## config.mk

```make
export PLATFORM = sky130hd
export DESIGN_NAME = ppi_queue
export DESIGN_NICKNAME = d
export VERILOG_FILES = /design/src/ppi_pkg.sv /design/src/ppi_queue.sv
export VERILOG_INCLUDE_DIRS = /design/src /design/src/src
export SDC_FILE = /design/constraint.sdc
export NUM_CORES = 1
export LEC_CHECK = 0
export BUFFER_PORTS_ARGS = -buffer_cell sky130_fd_sc_hd__buf_2
export CAP_MARGIN = 5
export CORE_AREA = 5 5 230 232
export DETAILED_ROUTE_END_ITERATION = 6
export DIE_AREA = 0 0 235 237
export PLACE_DENSITY = 0.65
export SKIP_LAST_GASP = 1
export SYNTH_ARGS = -nofsm -noshare
export SYNTH_HDL_FRONTEND = slang
export SYNTH_SLANG_ARGS = --single-unit
```

## constraint.sdc

```tcl
create_clock -name i_clk -period 23.8 [get_ports i_clk]
set_input_delay 1.19 -clock i_clk [delete_from_list [all_inputs] [get_ports i_clk]]
set_output_delay 1.19 -clock i_clk [all_outputs]
set_load 0.01 [all_outputs]
```

## src/particle_pair_interaction_assert.svh

```systemverilog
// Concurrent assertion helpers, used by the RTL queue (ppi_queue).
`ifndef PARTICLE_PAIR_INTERACTION_ASSERT_SVH
`define PARTICLE_PAIR_INTERACTION_ASSERT_SVH
`ifndef ASSERT_OFF
`define PPI_ASSERT(label, clk, rst_n, prop) \
    label: assert property (@(posedge clk) disable iff (!rst_n) (prop)) \
        else $error("assertion failed");
`define PPI_ASSERT_NEXT(label, clk, rst_n, cond, prop) \
    label: assert property (@(posedge clk) disable iff (!rst_n) (cond) |=> (prop)) \
        else $error("assertion failed");
`else
`define PPI_ASSERT(label, clk, rst_n, prop)
`define PPI_ASSERT_NEXT(label, clk, rst_n, cond, prop)
`endif
`endif

```

## src/ppi_pkg.sv

```systemverilog
package ppi_pkg;

    localparam int FRAC_BITS_DEFAULT = 16;
    localparam int QUEUE_DEPTH       = 2;
    localparam int SUM_W             = 65;
    localparam int ROOT_W            = 33;

    typedef enum logic [1:0] {
        OP_COLLIDE = 2'd0,
        OP_ATTRACT = 2'd1,
        OP_REPEL   = 2'd2
    } t_opcode;

    typedef enum logic [1:0] {
        KIND_PASS    = 2'd0,
        KIND_ATTRACT = 2'd1,
        KIND_PUSH    = 2'd2
    } t_kind;

    typedef struct packed {
        logic        [1:0]  opcode;
        logic signed [31:0] self_x;
        logic signed [31:0] self_y;
        logic signed [31:0] self_vx;
        logic signed [31:0] self_vy;
        logic        [31:0] self_size;
        logic signed [31:0] other_x;
        logic signed [31:0] other_y;
        logic signed [31:0] other_vx;
        logic signed [31:0] other_vy;
        logic        [31:0] radius;
        logic        [31:0] damp;
    } t_in_item;

    typedef struct packed {
        logic signed [31:0] new_self_vx;
        logic signed [31:0] new_self_vy;
        logic signed [31:0] new_other_vx;
        logic signed [31:0] new_other_vy;
        logic               touched;
    } t_out_item;

    typedef struct packed {
        logic        [1:0]  op;
        logic               box;
        logic               negx;
        logic               negy;
        logic        [31:0] ax;
        logic        [31:0] ay;
        logic        [32:0] reach;
        logic        [31:0] damp;
        logic signed [31:0] svx;
        logic signed [31:0] svy;
        logic signed [31:0] ovx;
        logic signed [31:0] ovy;
    } t_front;

    typedef struct packed {
        t_kind              kind;
        logic               touched;
        logic               negx;
        logic               negy;
        logic        [31:0] ax;
        logic        [31:0] ay;
        logic        [32:0] d;
        logic        [32:0] reach;
        logic        [31:0] damp;
        logic signed [31:0] svx;
        logic signed [31:0] svy;
        logic signed [31:0] ovx;
        logic signed [31:0] ovy;
    } t_work;

    typedef struct packed {
        logic full;
        logic empty;
    } t_q_status;

endpackage

```

## src/ppi_queue.sv

```systemverilog
`include "particle_pair_interaction_assert.svh"

module ppi_queue (
    input  logic               i_clk,
    input  logic               i_rst_n,
    input  logic               i_push,
    input  ppi_pkg::t_work     i_data,
    input  logic               i_pop,
    output ppi_pkg::t_work     o_data,
    output ppi_pkg::t_q_status o_stat
);

    localparam int DEPTH = ppi_pkg::QUEUE_DEPTH;
    localparam int PW    = (DEPTH > 1) ? $clog2(DEPTH) : 1;
    localparam int CW    = $clog2(DEPTH + 1);

    ppi_pkg::t_work r_mem [DEPTH];
    logic [PW-1:0]  r_wptr, r_rptr;
    logic [CW-1:0]  r_count;
    logic           w_full;

    assign w_full       = r_count == CW'(DEPTH);
    assign o_stat.full  = w_full;
    assign o_stat.empty = r_count == '0;
    assign o_data       = r_mem[r_rptr];

    always_ff @(posedge i_clk) begin
        if (!i_rst_n) begin
            r_wptr  <= '0;
            r_rptr  <= '0;
            r_count <= '0;
        end else begin
            if (i_push) begin
                r_wptr <= (r_wptr == PW'(DEPTH - 1)) ? '0 : r_wptr + PW'(1);
            end
            if (i_pop) begin
                r_rptr <= (r_rptr == PW'(DEPTH - 1)) ? '0 : r_rptr + PW'(1);
            end
            if (i_push && !i_pop) begin
                r_count <= r_count + CW'(1);
            end else if (!i_push && i_pop) begin
                r_count <= r_count - CW'(1);
            end
        end
    end

    always_ff @(posedge i_clk) begin
        if (i_push) begin
            r_mem[r_wptr] <= i_data;
        end
    end

    `PPI_ASSERT(a_count_bound, i_clk, i_rst_n, r_count <= CW'(DEPTH))
    `PPI_ASSERT(a_no_push_full, i_clk, i_rst_n, !(i_push && w_full))
    `PPI_ASSERT_NEXT(a_count_up, i_clk, i_rst_n, i_push && !i_pop, r_count == $past(r_count) + CW'(1))

endmodule

```

==> results.md <==
* Status: finished, final reports clean
* Max Cap Violations at 0
* Final Hold Viols at 0
* Cts hold-fix bufs at 0
* CP required at 22,610 ps
* Die area at 55,700 sq um
* # rows at 83
* Final setup vio count at 0
* F_max at 173.9 MHz
* TritonCTS clock tree: built
* Power per cell area at 85.92 nW/um^2
* Number of global-route vias before repair at 11.91k
* Setup Slack @ Placement at 18,640 ps
* WL/cell at 21.98 um
* Area growth from synthesis to layout at 24.70%
* VDD IR max at between 60 and 70 uV
* Seq cells post-synth at 595
* Clk buf depth at 3
* Dominant cells by area after synthesis: edfxtp_1, mux2_4, mux2_2
* WP data arrival at 4560 ps
* Sequential share of the synthesized area at 0.7902
* GR Overflow Total at 0
* Final WS setup at 18,050 ps
* Post-synth top area cell: edfxtp_1
* RSZ-0062 raised after global routing: no
* GR Util All Layers at 0.1736
* Layout cells sized above 1 at 0.6102
* Slowest stage delay, CP at 890 ps
* Iteration-0 DRC Markers at 570
* Cell mode on critical path: buf_4
* Synth unique cells at 18
* EDFF count, synth at between 500 and 600
* Via Count at 11.10k
* Gates resized, CTS repair at 0
* Final setup TNS at 0 ps
* First-pass GRT wire length at 73.55 mm
* DRT Pass-1 Iters at 4
* Largest net degree at the start of global routing at 151
* I/O Pins at 596
* Synthesized area per cell at 23.96 sq um
* Leakage at approximately 11 nW
* Slew Viols, Final at 0
* Worst-margin pin slew at ~1200 ps
* Max-slew headroom at 0.2121
* Top FF cell, synth: edfxtp_1
* Post-CTS setup buffer count at 0
* Max FO, Critical Path at 60
* Initial antenna violation count at 27
* Top Family by Delay on Critical Path: buffers and inverters
* Final worst path period need at 5750 ps
* Chip height at between 200 and 250 um
* DIE WIDTH at 235 um
* Core Region at ~51,000 sq um
* DRT Wirelength at 50.98 mm
* CTS buffer count at a little under 60
* Clock Sinks at just under 600
* Post-DP HPWL at 36.20 mm
* Crit share post-route at 0.2416
* H-tree depth at 2
* Top-count cell post-synth: edfxtp_1
* Critical path class: reg -> out
* Clock transition at the registers of the reported paths at 60 ps
* Initial Util at 0.4440
* CP max stage cell: dfxtp_4
* Worst Skew at 11.36 ps
* Layout Nets at ~1.9k
* Synthesized instance count at roughly 940
* Synth Warn # at 0
* CTS root buffer: clkbuf_16
* Routed Antenna Nets at 0
* Worst Path Buf+Inv at 4
* Min-delay worst type: reg -> reg
* Critical Path Sink Type: primary output
* Crit path cell chain: buf_4 -> buf_4 -> buf_4 -> mux2_4 -> buf_2
* CP Launch Type: flop
* Vias per Instance at 4.788
* Synth top cells by count: edfxtp_1, mux2_4, mux2_2
* Clk Latency, worst-skew pair at between 500 and 600 ps
* Mapped cell area at 22,550 sq um
* Mapped Nets at 1,241
* Synth top area share at 0.7857
* Async SR Flop Fraction at 0
* DRC viols at 0
* I/O Buffers at between 500 and 600
* GPL Wtd Cong at 0.8373
-- layout make-up --
cell class	count	area, sq um
Tap cell	680	850.8
Multi-Input combinational cell	311	4383
Antenna cell	15	37.54
Sequential cell	595	17820
Clock buffer	67	1549
Inverter	1	3.754
Timing Repair Buffer	607	3080
Fill cell	3935	22670
Clock inverter	43	391.6
-- metal layers --
metal  track usage  part of all wire
met5             0            0.0029
met4       0.06636             0.032
met3       0.07105             0.089
met2        0.2955              0.51
met1        0.1972              0.37
-- cell usage in the layout (no fill, tap or decap), types with 2 or more instances in the layout --
| master | count |
|---|---|
| clkinv_1 | 18 |
| diode_2 | 15 |
| bufinv_16 | 7 |
| and2_1 | 3 |
| clkinv_2 | 12 |
| buf_4 | 11 |
| nor2b_1 | 2 |
| mux2_2 | 45 |
| clkbuf_16 | 61 |
| clkbuf_1 | 6 |
| buf_2 | 595 |
| mux2_4 | 250 |
| clkinv_4 | 3 |
| xor2_1 | 2 |
| edfxtp_1 | 590 |
| dfxtp_1 | 4 |
-- path summary, 6_finish.rpt --
| kind | from | to | slack [ps] | cells past startpoint |
|---|---|---|---|---|
| worst max-delay path | flop | o_data[95] | 18050 | 5 |
| worst min-delay path | r_count[1]$_SDFFE_PN0P_ | r_count[1]$_SDFFE_PN0P_ | 510 | 2 |
| worst max register to register | r_wptr$_SDFFE_PN0P_ | r_mem[0][68]$_DFFE_PP_ | 20630 | 3 |
| worst min register to register | r_count[1]$_SDFFE_PN0P_ | r_count[1]$_SDFFE_PN0P_ | 510 | 2 |
-- stage by stage --
stage,hold WS [ps],power (mW),cell area (sq um),utilization,cells
4_1_cts,509.8,2.443,28080,0.5529,2304
5_1_grt,546.4,2.505,28110,0.5535,2315
2_1_floorplan,472.9,1.434,22550,-,941
3_5_place_dp,502.1,1.525,26140,0.5147,2194
3_3_place_gp,483.6,1.520,26140,0.5147,2194
6_report,506.9,2.416,28120,0.5537,2319
-- kinds of logic after synthesis --
| family | after synthesis | share of synthesized area |
|---|---|---|
| AO/OA/AOI/OAI | 3 | 0.0008879 |
| flip-flops | 595 | 0.7902 |
| adder cells (fa/ha/maj) | 1 | 0.0005548 |
| XOR/XNOR | 3 | 0.001166 |
| AND/OR/NAND/NOR | 9 | 0.002386 |
| multiplexers | 295 | 0.1889 |
| buffers and inverters | 35 | 0.01587 |
-- state kept, by name (all words and copies together), names as in the netlist, named ones only --
signal / cells
r_count: 2
r_mem: 590
r_rptr: 1
r_wptr: 1
-- worst reg2reg max path, stage by stage, from the launching register on --
cell and delay [ps]:
dfxtp_1 340, nor2b_4 860, buf_4 720, buf_4 840
-- report_power, final --
part | total, mW | internal [mW] | switching, mW
clock | 0.917 | 0.541 | 0.375
combinational | 0.267 | 0.134 | 0.132
sequential | 1.23 | 1.21 | 0.0186
Power figures use the tool's default switching activity.
